## src/rtl/clt_pkg.sv

```systemverilog
// ----------------------------------------------------------------------------
// clt_pkg
// Shared types, character codes and helpers for the command line tokenizer.
// ----------------------------------------------------------------------------
`default_nettype none

package clt_pkg;

    // Default sizes for the top level.
    localparam int MAX_TOKENS_DEF = 16;
    localparam int MAX_LINE_DEF   = 1024;

    // Depth of the queue between the scanner and the output stage.
    localparam int QUEUE_DEPTH = 4;

    // Character codes.
    localparam logic [7:0] CH_NUL    = 8'h00;
    localparam logic [7:0] CH_TAB    = 8'h09;
    localparam logic [7:0] CH_SPACE  = 8'h20;
    localparam logic [7:0] CH_COMMA  = 8'h2C;
    localparam logic [7:0] CH_DQUOTE = 8'h22;
    localparam logic [7:0] CH_SQUOTE = 8'h27;
    localparam logic [7:0] CH_ZERO   = 8'h30;
    localparam logic [7:0] CH_NINE   = 8'h39;
    localparam logic [7:0] CH_UA     = 8'h41;
    localparam logic [7:0] CH_UF     = 8'h46;
    localparam logic [7:0] CH_LA     = 8'h61;
    localparam logic [7:0] CH_LF     = 8'h66;
    localparam logic [7:0] CH_UX     = 8'h58;
    localparam logic [7:0] CH_LX     = 8'h78;

    // Saturation limits.
    localparam logic [30:0] DEC_MAX = 31'h7FFF_FFFF;
    localparam logic [10:0] LEN_MAX = 11'h7FF;

    // Result kinds.
    typedef enum logic [1:0] {
        KIND_STRING = 2'd0,
        KIND_HEX    = 2'd1,
        KIND_DEC    = 2'd2,
        KIND_EOL    = 2'd3
    } t_kind;

    // Scanner modes.
    typedef enum logic [1:0] {
        SCAN_IDLE   = 2'd0,
        SCAN_WORD   = 2'd1,
        SCAN_QUOTED = 2'd2
    } t_scan;

    // Classification flags gathered while a token is scanned.
    typedef struct packed {
        logic digits;
        logic zero0;
        logic x1;
        logic hrun;
        logic hsat;
        logic dsat;
    } t_flags;

    // One scanned byte's results: an optional token and an optional end marker.
    typedef struct packed {
        logic        tok_valid;
        t_kind       kind;
        logic [63:0] value;
        logic [9:0]  start;
        logic [10:0] len;
        logic [4:0]  index;
        logic        sat;
        logic        eol_valid;
        logic [4:0]  eol_count;
        logic        too_many;
    } t_step_rec;

    function automatic logic is_delim(input logic [7:0] c);
        is_delim = (c == CH_SPACE) || (c == CH_TAB) || (c == CH_COMMA);
    endfunction

    function automatic logic is_quote(input logic [7:0] c);
        is_quote = (c == CH_SQUOTE) || (c == CH_DQUOTE);
    endfunction

    function automatic logic is_digit(input logic [7:0] c);
        is_digit = (c >= CH_ZERO) && (c <= CH_NINE);
    endfunction

    function automatic logic is_hex(input logic [7:0] c);
        is_hex = is_digit(c) || ((c >= CH_LA) && (c <= CH_LF)) ||
                 ((c >= CH_UA) && (c <= CH_UF));
    endfunction

    // Value of a hex digit; only meaningful where is_hex holds.
    function automatic logic [3:0] hex_val(input logic [7:0] c);
        logic [7:0] d;
        d = 8'h00;
        if (is_digit(c)) begin
            d = c - CH_ZERO;
        end else if ((c >= CH_LA) && (c <= CH_LF)) begin
            d = c - CH_LA + 8'd10;
        end else begin
            d = c - CH_UA + 8'd10;
        end
        hex_val = d[3:0];
    endfunction

endpackage

`default_nettype wire

```

## src/rtl/clt_front.sv

```systemverilog
// ----------------------------------------------------------------------------
// clt_front
// Byte scanner: splits the line into tokens, accumulates the numeric values,
// classifies finished tokens and pushes one record per producing byte.
// ----------------------------------------------------------------------------
`default_nettype none

module clt_front #(
    parameter int MAX_TOKENS = 16,
    parameter int MAX_LINE   = 1024
) (
    input  logic                i_clk,
    input  logic                i_rst_n,
    input  logic                i_valid,
    input  logic [7:0]          i_char_in,
    input  logic                i_last,
    output logic                o_stall,
    input  logic                i_full,
    output logic                o_push,
    output clt_pkg::t_step_rec  o_rec
);
    import clt_pkg::*;

    localparam int POS_W = $clog2(MAX_LINE);
    localparam int CNT_W = $clog2(MAX_TOKENS + 1);
    localparam logic [POS_W-1:0] POS_LAST = POS_W'(MAX_LINE - 1);
    localparam logic [CNT_W-1:0] CNT_MAX  = CNT_W'(MAX_TOKENS);

    // Scanner state.
    t_scan             r_mode, n_mode;
    logic [POS_W-1:0]  r_pos;
    logic [CNT_W-1:0]  r_count;
    logic [POS_W-1:0]  r_start;
    logic [10:0]       r_len;
    logic [63:0]       r_hex;
    logic [30:0]       r_dec;
    t_flags            r_flags;
    logic              r_dropped;

    logic accept;
    logic c_nul, c_quote, c_delim, end_in, is_end;
    logic do_add, do_begin_quote, do_finish, fin_added;

    // Accumulator base: fresh for a token that begins on this byte.
    logic [10:0] base_len;
    logic [63:0] base_hex;
    logic [30:0] base_dec;
    t_flags      base_flags;

    // State after this byte is added as content.
    logic [10:0] ac_len;
    logic [63:0] ac_hex;
    logic [30:0] ac_dec;
    t_flags      ac_flags;
    logic [34:0] dec_sum;

    // State of the token being finished.
    logic [10:0]      f_len;
    logic [63:0]      f_hex;
    logic [30:0]      f_dec;
    t_flags           f_flags;
    logic [POS_W-1:0] f_start;

    logic             emit, drop;
    logic [CNT_W-1:0] count_after;

    assign accept  = i_valid && !i_full;
    assign o_stall = i_full;

    assign c_nul   = (i_char_in == CH_NUL);
    assign c_quote = is_quote(i_char_in);
    assign c_delim = is_delim(i_char_in);
    assign end_in  = i_last || (r_pos >= POS_LAST);
    assign is_end  = end_in || c_nul;

    // Decide what this byte does to the current token.
    always_comb begin
        do_add         = 1'b0;
        do_begin_quote = 1'b0;
        do_finish      = 1'b0;
        fin_added      = 1'b0;
        if (c_nul) begin
            do_finish = (r_mode == SCAN_WORD);
        end else begin
            unique case (r_mode)
                SCAN_IDLE: begin
                    if (c_quote) begin
                        do_begin_quote = 1'b1;
                    end else if (!c_delim) begin
                        do_add    = 1'b1;
                        do_finish = end_in;
                        fin_added = 1'b1;
                    end
                end
                SCAN_WORD: begin
                    if (c_delim) begin
                        do_finish = 1'b1;
                    end else begin
                        do_add    = 1'b1;
                        do_finish = end_in;
                        fin_added = 1'b1;
                    end
                end
                SCAN_QUOTED: begin
                    if (c_quote) begin
                        do_finish = 1'b1;
                    end else begin
                        do_add = 1'b1;
                    end
                end
                default: begin
                    do_add = 1'b0;
                end
            endcase
        end
    end

    // Next scanner mode.
    always_comb begin
        n_mode = r_mode;
        if (is_end) begin
            n_mode = SCAN_IDLE;
        end else begin
            unique case (r_mode)
                SCAN_IDLE: begin
                    if (c_quote) begin
                        n_mode = SCAN_QUOTED;
                    end else if (!c_delim) begin
                        n_mode = SCAN_WORD;
                    end
                end
                SCAN_WORD: begin
                    if (c_delim) begin
                        n_mode = SCAN_IDLE;
                    end
                end
                SCAN_QUOTED: begin
                    if (c_quote) begin
                        n_mode = SCAN_IDLE;
                    end
                end
                default: begin
                    n_mode = SCAN_IDLE;
                end
            endcase
        end
    end

    // Pick the accumulator base.
    always_comb begin
        if (r_mode == SCAN_IDLE) begin
            base_len   = '0;
            base_hex   = '0;
            base_dec   = '0;
            base_flags = '{digits: 1'b1, default: 1'b0};
        end else begin
            base_len   = r_len;
            base_hex   = r_hex;
            base_dec   = r_dec;
            base_flags = r_flags;
        end
    end

    // Add the byte as content: class flags, hex shift and decimal shift-add.
    assign dec_sum = {1'b0, base_dec, 3'b000} + {3'b000, base_dec, 1'b0} +
                     {27'd0, i_char_in - CH_ZERO};

    always_comb begin
        ac_flags        = base_flags;
        ac_hex          = base_hex;
        ac_dec          = base_dec;
        ac_flags.digits = base_flags.digits && is_digit(i_char_in);
        if ((base_len == 11'd0) && (i_char_in == CH_ZERO)) begin
            ac_flags.zero0 = 1'b1;
        end
        if (base_len == 11'd1) begin
            if ((i_char_in == CH_LX) || (i_char_in == CH_UX)) begin
                ac_flags.x1 = 1'b1;
            end
            ac_flags.hrun = 1'b1;
        end else if ((base_len >= 11'd2) && base_flags.hrun) begin
            if (!is_hex(i_char_in)) begin
                ac_flags.hrun = 1'b0;
            end else if (base_hex[63:60] != 4'h0) begin
                ac_hex        = '1;
                ac_flags.hsat = 1'b1;
            end else begin
                ac_hex = {base_hex[59:0], hex_val(i_char_in)};
            end
        end
        if (ac_flags.digits) begin
            if (dec_sum > {4'd0, DEC_MAX}) begin
                ac_dec        = DEC_MAX;
                ac_flags.dsat = 1'b1;
            end else begin
                ac_dec = dec_sum[30:0];
            end
        end
        ac_len = (base_len != LEN_MAX) ? base_len + 11'd1 : base_len;
    end

    // Finished token and record assembly.
    always_comb begin
        f_len       = fin_added ? ac_len   : r_len;
        f_hex       = fin_added ? ac_hex   : r_hex;
        f_dec       = fin_added ? ac_dec   : r_dec;
        f_flags     = fin_added ? ac_flags : r_flags;
        f_start     = (r_mode == SCAN_IDLE) ? r_pos : r_start;
        emit        = do_finish && (r_count < CNT_MAX);
        drop        = do_finish && !emit;
        count_after = r_count + CNT_W'(emit);

        o_rec           = '0;
        o_rec.tok_valid = emit;
        o_rec.start     = 10'(f_start);
        o_rec.len       = f_len;
        o_rec.index     = 5'(r_count);
        if ((f_len > 11'd2) && f_flags.zero0 && f_flags.x1) begin
            o_rec.kind  = KIND_HEX;
            o_rec.value = f_hex;
            o_rec.sat   = f_flags.hsat;
        end else if (f_flags.digits) begin
            o_rec.kind  = KIND_DEC;
            o_rec.value = {33'd0, f_dec};
            o_rec.sat   = f_flags.dsat;
        end else begin
            o_rec.kind  = KIND_STRING;
        end
        o_rec.eol_valid = is_end;
        o_rec.eol_count = 5'(count_after);
        o_rec.too_many  = r_dropped || drop;
    end

    assign o_push = accept && (emit || is_end);

    // Control state: mode, position, count and the dropped bit.
    always_ff @(posedge i_clk) begin
        if (!i_rst_n) begin
            r_mode    <= SCAN_IDLE;
            r_pos     <= '0;
            r_count   <= '0;
            r_dropped <= 1'b0;
        end else if (accept) begin
            r_mode <= n_mode;
            if (is_end) begin
                r_pos     <= '0;
                r_count   <= '0;
                r_dropped <= 1'b0;
            end else begin
                r_pos     <= r_pos + POS_W'(1);
                r_count   <= count_after;
                r_dropped <= r_dropped || drop;
            end
        end
    end

    // Token accumulators; only meaningful while a token is open.
    always_ff @(posedge i_clk) begin
        if (!i_rst_n) begin
            r_flags <= '0;
        end else if (accept && !is_end) begin
            if (do_begin_quote) begin
                r_start <= r_pos + POS_W'(1);
                r_len   <= '0;
                r_hex   <= '0;
                r_dec   <= '0;
                r_flags <= '{digits: 1'b1, default: 1'b0};
            end else if (do_add) begin
                if (r_mode == SCAN_IDLE) begin
                    r_start <= r_pos;
                end
                r_len   <= ac_len;
                r_hex   <= ac_hex;
                r_dec   <= ac_dec;
                r_flags <= ac_flags;
            end
        end
    end

endmodule

`default_nettype wire

```

## src/rtl/clt_queue.sv

```systemverilog
// ----------------------------------------------------------------------------
// clt_queue
// Short register queue of scan records between the scanner and the output.
// ----------------------------------------------------------------------------
`default_nettype none

module clt_queue (
    input  logic                i_clk,
    input  logic                i_rst_n,
    input  logic                i_push,
    input  clt_pkg::t_step_rec  i_rec,
    input  logic                i_pop,
    output logic                o_full,
    output logic                o_empty,
    output clt_pkg::t_step_rec  o_head
);
    import clt_pkg::*;

    localparam int PTR_W = $clog2(QUEUE_DEPTH);
    localparam int CNT_W = $clog2(QUEUE_DEPTH + 1);

    t_step_rec        r_slot [QUEUE_DEPTH];
    logic [PTR_W-1:0] r_wr_ptr;
    logic [PTR_W-1:0] r_rd_ptr;
    logic [CNT_W-1:0] r_fill;
    logic             do_pop;

    assign o_full  = (r_fill == CNT_W'(QUEUE_DEPTH));
    assign o_empty = (r_fill == '0);
    assign o_head  = r_slot[r_rd_ptr];
    assign do_pop  = i_pop && !o_empty;

    // Pointers and fill level.
    always_ff @(posedge i_clk) begin
        if (!i_rst_n) begin
            r_wr_ptr <= '0;
            r_rd_ptr <= '0;
            r_fill   <= '0;
        end else begin
            if (i_push) begin
                r_wr_ptr <= r_wr_ptr + PTR_W'(1);
            end
            if (do_pop) begin
                r_rd_ptr <= r_rd_ptr + PTR_W'(1);
            end
            if (i_push && !do_pop) begin
                r_fill <= r_fill + CNT_W'(1);
            end else if (!i_push && do_pop) begin
                r_fill <= r_fill - CNT_W'(1);
            end
        end
    end

    // Record storage.
    always_ff @(posedge i_clk) begin
        if (i_push) begin
            r_slot[r_wr_ptr] <= i_rec;
        end
    end

endmodule

`default_nettype wire

```

## src/rtl/clt_back.sv

```systemverilog
// ----------------------------------------------------------------------------
// clt_back
// Output stage: unpacks each record into a token word and/or an end word
// and holds them in the output register until the sink takes them.
// ----------------------------------------------------------------------------
`default_nettype none

module clt_back (
    input  logic                i_clk,
    input  logic                i_rst_n,
    input  logic                i_empty,
    input  clt_pkg::t_step_rec  i_head,
    output logic                o_pop,
    output logic                o_valid,
    input  logic                i_stall,
    output logic [1:0]          o_kind,
    output logic [63:0]         o_value,
    output logic [9:0]          o_start_offset,
    output logic [10:0]         o_token_length,
    output logic [4:0]          o_token_index,
    output logic                o_saturated,
    output logic                o_too_many,
    output logic                o_line_end
);
    import clt_pkg::*;

    logic        r_valid;
    logic        r_phase, n_phase;
    logic [1:0]  r_kind;
    logic [63:0] r_value;
    logic [9:0]  r_start;
    logic [10:0] r_len;
    logic [4:0]  r_index;
    logic        r_sat;
    logic        r_too_many;
    logic        r_line_end;

    logic load, take, emit_tok;

    // The output register is free when empty or being taken.
    assign load     = !r_valid || !i_stall;
    assign take     = load && !i_empty;
    assign emit_tok = !r_phase && i_head.tok_valid;

    // A record with both a token and an end marker stays for a second word.
    always_comb begin
        o_pop   = 1'b0;
        n_phase = r_phase;
        if (take) begin
            if (emit_tok && i_head.eol_valid) begin
                n_phase = 1'b1;
            end else begin
                o_pop   = 1'b1;
                n_phase = 1'b0;
            end
        end
    end

    always_ff @(posedge i_clk) begin
        if (!i_rst_n) begin
            r_valid <= 1'b0;
            r_phase <= 1'b0;
        end else begin
            if (load) begin
                r_valid <= take;
            end
            r_phase <= n_phase;
        end
    end

    // Output word.
    always_ff @(posedge i_clk) begin
        if (take) begin
            if (emit_tok) begin
                r_kind     <= i_head.kind;
                r_value    <= i_head.value;
                r_start    <= i_head.start;
                r_len      <= i_head.len;
                r_index    <= i_head.index;
                r_sat      <= i_head.sat;
                r_too_many <= 1'b0;
                r_line_end <= 1'b0;
            end else begin
                r_kind     <= KIND_EOL;
                r_value    <= '0;
                r_start    <= '0;
                r_len      <= '0;
                r_index    <= i_head.eol_count;
                r_sat      <= 1'b0;
                r_too_many <= i_head.too_many;
                r_line_end <= 1'b1;
            end
        end
    end

    assign o_valid        = r_valid;
    assign o_kind         = r_kind;
    assign o_value        = r_value;
    assign o_start_offset = r_start;
    assign o_token_length = r_len;
    assign o_token_index  = r_index;
    assign o_saturated    = r_sat;
    assign o_too_many     = r_too_many;
    assign o_line_end     = r_line_end;

endmodule

`default_nettype wire

```

## src/rtl/command_line_tokenizer_top.sv

```systemverilog
// ----------------------------------------------------------------------------
// command_line_tokenizer_top
// Command line tokenizer: bytes in, classified tokens and end markers out.
//
//   Channel  Direction  Handshake           Word
//   input    in         i_valid / o_stall   i_char_in, i_last
//   output   out        o_valid / i_stall   kind, value, offset, length, index, flags
//
// One byte is taken per cycle while the scanner-to-output queue has room.
// A byte that closes a token and also ends the line gives two output words;
// the output stage keeps that record at the queue head until both words are loaded.
// An accepted byte's first word passes through the queue slot and then the output register.
// Reset is synchronous; no clearing pass.
// Output stall fills the four-entry queue, after which o_stall rises.
// ----------------------------------------------------------------------------
`default_nettype none

module command_line_tokenizer_top #(
    parameter int MAX_TOKENS = clt_pkg::MAX_TOKENS_DEF,
    parameter int MAX_LINE   = clt_pkg::MAX_LINE_DEF
) (
    input  logic        i_clk,
    input  logic        i_rst_n,
    input  logic        i_valid,
    output logic        o_stall,
    input  logic [7:0]  i_char_in,
    input  logic        i_last,
    output logic        o_valid,
    input  logic        i_stall,
    output logic [1:0]  o_kind,
    output logic [63:0] o_value,
    output logic [9:0]  o_start_offset,
    output logic [10:0] o_token_length,
    output logic [4:0]  o_token_index,
    output logic        o_saturated,
    output logic        o_too_many,
    output logic        o_line_end
);
    import clt_pkg::*;

    t_step_rec push_rec;
    t_step_rec head_rec;
    logic      push, pop, full, empty;

    // Scanner.
    clt_front #(
        .MAX_TOKENS (MAX_TOKENS),
        .MAX_LINE   (MAX_LINE)
    ) u_front (
        .i_clk     (i_clk),
        .i_rst_n   (i_rst_n),
        .i_valid   (i_valid),
        .i_char_in (i_char_in),
        .i_last    (i_last),
        .o_stall   (o_stall),
        .i_full    (full),
        .o_push    (push),
        .o_rec     (push_rec)
    );

    // Record queue.
    clt_queue u_queue (
        .i_clk   (i_clk),
        .i_rst_n (i_rst_n),
        .i_push  (push),
        .i_rec   (push_rec),
        .i_pop   (pop),
        .o_full  (full),
        .o_empty (empty),
        .o_head  (head_rec)
    );

    // Output stage.
    clt_back u_back (
        .i_clk          (i_clk),
        .i_rst_n        (i_rst_n),
        .i_empty        (empty),
        .i_head         (head_rec),
        .o_pop          (pop),
        .o_valid        (o_valid),
        .i_stall        (i_stall),
        .o_kind         (o_kind),
        .o_value        (o_value),
        .o_start_offset (o_start_offset),
        .o_token_length (o_token_length),
        .o_token_index  (o_token_index),
        .o_saturated    (o_saturated),
        .o_too_many     (o_too_many),
        .o_line_end     (o_line_end)
    );

endmodule

`default_nettype wire

```

## config.mk

```make
export PLATFORM = sky130hd
export DESIGN_NAME = command_line_tokenizer_top
export DESIGN_NICKNAME = d
export VERILOG_FILES = /design/src/rtl/clt_pkg.sv /design/src/rtl/clt_front.sv /design/src/rtl/clt_queue.sv /design/src/rtl/clt_back.sv /design/src/rtl/command_line_tokenizer_top.sv
export SDC_FILE = /design/constraint.sdc
export NUM_CORES = 1
export LEC_CHECK = 0
export BUFFER_PORTS_ARGS = -buffer_cell sky130_fd_sc_hd__buf_2
export CAP_MARGIN = 20
export CORE_MARGIN = 2
export CORE_UTILIZATION = 42
export DETAILED_ROUTE_END_ITERATION = 8
export GPL_TIMING_DRIVEN = 0
export PLACE_DENSITY = 0.57
export SYNTH_ARGS = -nofsm -noshare
export SYNTH_HDL_FRONTEND = slang
export SYNTH_SLANG_ARGS = --single-unit
```

## constraint.sdc

```tcl
create_clock -name i_clk -period 10.4 [get_ports i_clk]
set_input_delay 0 -clock i_clk [delete_from_list [all_inputs] [get_ports i_clk]]
set_output_delay 0 -clock i_clk [all_outputs]
set_load 0.01 [all_outputs]
```

==> impl_metrics.csv <==
group,metric,value,unit
power_and_ir_drop,p_per_area,219,mW/mm^2
layout,mostFrequentLayoutCell,"edfxtp_1",
die,io_pins,110,
route,ant_nets,0,
placement,port_buffers,108,
placement,preCtsSetupSlack,2540,ps
sta,relSlewSlack,29.0,%
logic_synthesis,synth-seq-cells,650,
logic_synthesis,avgSynthCellArea,13.7,um^2
route,dr.pass1.iters,5,
critical_path,critPathKind,"reg2reg",
power_and_ir_drop,ir_drop,0.125,mV
layout,layout_common_cells,"edfxtp_1 (615), nor2_1 (182), nand2_1 (138)",
sta,setup_violations,0,
worst_hold_path,hold_start,"i_char_in[7]",
placement,gp_congestion,0.893,
critical_path,crit_path_max_fanout,10,
clocking,clk_latency,610,ps
worst_hold_path,hp-class,"in2reg",
logic_synthesis,synth_warnings,0,
layout,finalNetCount,2523,
clocking,h-tree-depth,3,
clocking,post_cts_buffers,0,
power_and_ir_drop,p_leak,0.0123,uW
die,die_y,273,um
die,fp-row-count,98,
layout,area_growth,15.1,%
sta,fmax,128,MHz
logic_synthesis,synth_area,0.0304,mm^2
logic_synthesis,async_reset_ff_share,0,%
global_route,grt_pass1_wl,119000,um
sta,period_needed,7840,ps
global_route,antenna_found_initial,5,
sta,setup_slack,2560,ps
logic_synthesis,synth_top_flop_cell,"edfxtp_1",
global_route,grt_pass1_vias,19600,
critical_path,worstPathRequired,10690,ps
clocking,cts_tree,"built",
logic_synthesis,synthCells,2219,
route,avgRoutedWirePerCell,22.8,um
clocking,cts-root-buf,"clkbuf_16",
global_route,grt_max_degree,52,
clocking,clk_pin_slew,60,ps
route,vias,19600,
flow_run,maxCapViolCount,0,
critical_path,cp-start-kind,"flop",
layout,final_layout_size_suffix_gt1_share,16.6,%
die,coreArea,0.0715,mm^2
global_route,grt_usage,21.0,%
logic_synthesis,synth_enable_flop_cells,615,
logic_synthesis,ys_seq_area_share,63.1,%
sta,drv_slew,0,
sta,hold_viol_final,0,
run_status,outcome,"finished clean",
critical_path,cp-end-kind,"flop",
layout,fin_area,0.0349,mm^2
route,wirelength,78300,um
sta,period_share,75.4,%
logic_synthesis,synthDistinctLibCells,79,
clocking,cts.sinks,650,
die,dieWidth,273,um
logic_synthesis,syn_nets,2317,
global_route,grt_overflow,0,
sta,tightest_slew,1070,ps
die,dieArea,0.0745,mm^2
route,vias_per_cell,5.70,
placement,dp_hpwl,54700,um
critical_path,crit_arrival,8130,ps
critical_path,reg2reg_from,"u_front.r_mode[0]$_SDFFE_PN0P_",
sta,clock_skew,26.3,ps
clocking,cts_buffer_depth,3,
die,start_util,42.5,%
critical_path,cp-startpoint,"u_front.r_mode[0]$_SDFFE_PN0P_",
clocking,cts_made_buffers,71,
route,drc,0,
sta,rsz0062_at_grt,"false",
placement,placed_area,0.0326,mm^2
route,drtIter0Drc,1775,
layout,postLayoutCoreUtil,48.9,%
## metal layers
| layer | up-vias | wire length (um) | GRT usage, % |
|---|---|---|---|
| met4 | 2 | 2240 | 7.84 |
| met5 | - | 13 | 0 |
| met1 | 9919 | 34900 | 29.3 |
| li1 | 8899 | - | - |
| met3 | 126 | 4060 | 2.91 |
| met2 | 609 | 37100 | 33.5 |
## cells in the mapped netlist (30+ instances only)
master / number / share of area (%)
dfxtp_1: 35 / 2.3
edfxtp_1: 615 / 61
inv_1: 43 / 0.53
a21oi_1: 133 / 2.2
nor2_1: 183 / 2.3
o21ai_0: 123 / 2.0
mux2i_1: 66 / 2.2
xnor2_1: 30 / 0.87
clkbuf_1: 105 / 1.3
and2_1: 32 / 0.66
ha_1: 78 / 3.2
nor2b_1: 98 / 2.0
mux4_2: 101 / 7.5
nor3_1: 85 / 1.4
nand2_1: 138 / 1.7
## critical path, cell delays in order, from the launching register on
cell and delay (ps):
dfxtp_1 310, clkbuf_1 290, or2_0 330, clkbuf_1 540
clkbuf_1 440, clkbuf_1 470, clkbuf_1 480, nand2_1 240
fa_1 570, inv_1 50, ha_1 360, a21o_1 220
a2111o_1 440, a311oi_1 300, o21ai_0 290, a31oi_1 270
mux2_2 370, o2111ai_1 190, clkbuf_1 430, o21ai_0 210
a31oi_1 660
## repair_timing
item,CTS,global route
endpoints found under the hold margin,58,0
resized for setup,0,0
hold buffers,5,0
## report_power, final
part	switching (uW)	internal, uW	leakage [uW]
clock	1030	1460	0.00111
sequential	96.6	3330	0.00584
combinational	1030	690	0.00537
total	2160	5480	0.0123
## per-stage QoR
stage | cells | hold WS [ps] | power [uW] | setup TNS (ps)
finish | 3433 | 92.9 | 7640 | 0
global placement | 3277 | 269 | 5210 | -135990
global route | 3431 | 123 | 7980 | 0
detailed placement | 3296 | 292 | 5230 | 0
floorplan | 2219 | 136 | 4570 | 0
CTS | 3427 | 47.6 | 7730 | 0
## cell type report
type	instances	area (um^2)
clock buffer	85	1910
antenna	5	12.5
timing repair buffer	133	1050
buffer	144	617
inverter	45	171
multi-input combinational	1380	10400
fill	6208	36500
tap	950	1190
clock inverter	41	379
sequential	650	19200
## cells by family after synthesis
logic type | after synthesis | share of synthesized area [%]
simple gates | 628 | 9.98
mux | 186 | 10.4
flops | 650 | 63.1
fa+ha+maj | 85 | 3.68
buf+inv | 189 | 2.59
xor+xnor | 52 | 1.50
compound gates | 429 | 8.75
## registers in the layout, indices dropped and copies added, names as in the netlist, named ones only
| signal | cells |
|---|---|
| u_back.o_kind | 2 |
| u_back.o_line_end | 1 |
| u_back.o_saturated | 1 |
| u_back.o_start_offset | 10 |
| u_back.o_token_index | 5 |
| u_back.o_token_length | 11 |
| u_back.o_too_many | 1 |
| u_back.o_valid | 1 |
| u_back.o_value | 64 |
| u_back.r_phase | 1 |
| u_front.r_count | 5 |
| u_front.r_dec | 31 |
| u_front.r_dropped | 1 |
| u_front.r_flags | 6 |
| u_front.r_hex | 64 |
| u_front.r_len | 11 |
| u_front.r_mode | 2 |
| u_front.r_pos | 10 |
| u_front.r_start | 10 |
| u_queue.r_fill | 3 |
| u_queue.r_rd_ptr | 2 |
| u_queue.r_slot | 404 |
| u_queue.r_wr_ptr | 2 |
## final timing paths
path / end / slack [ps] / cells after the start
worst min register to register: u_front.r_flags[1]$_SDFFE_PN0P_ / 480 / 2
worst max-delay path: u_queue.r_slot[1][63]$_DFFE_PP_ / 2560 / 20
worst max register to register: u_queue.r_slot[1][63]$_DFFE_PP_ / 2560 / 20
worst min-delay path: u_front.r_flags[3]$_SDFFE_PN0P_ / 90 / 6
No activity file was read; power rests on OpenSTA's default activity.
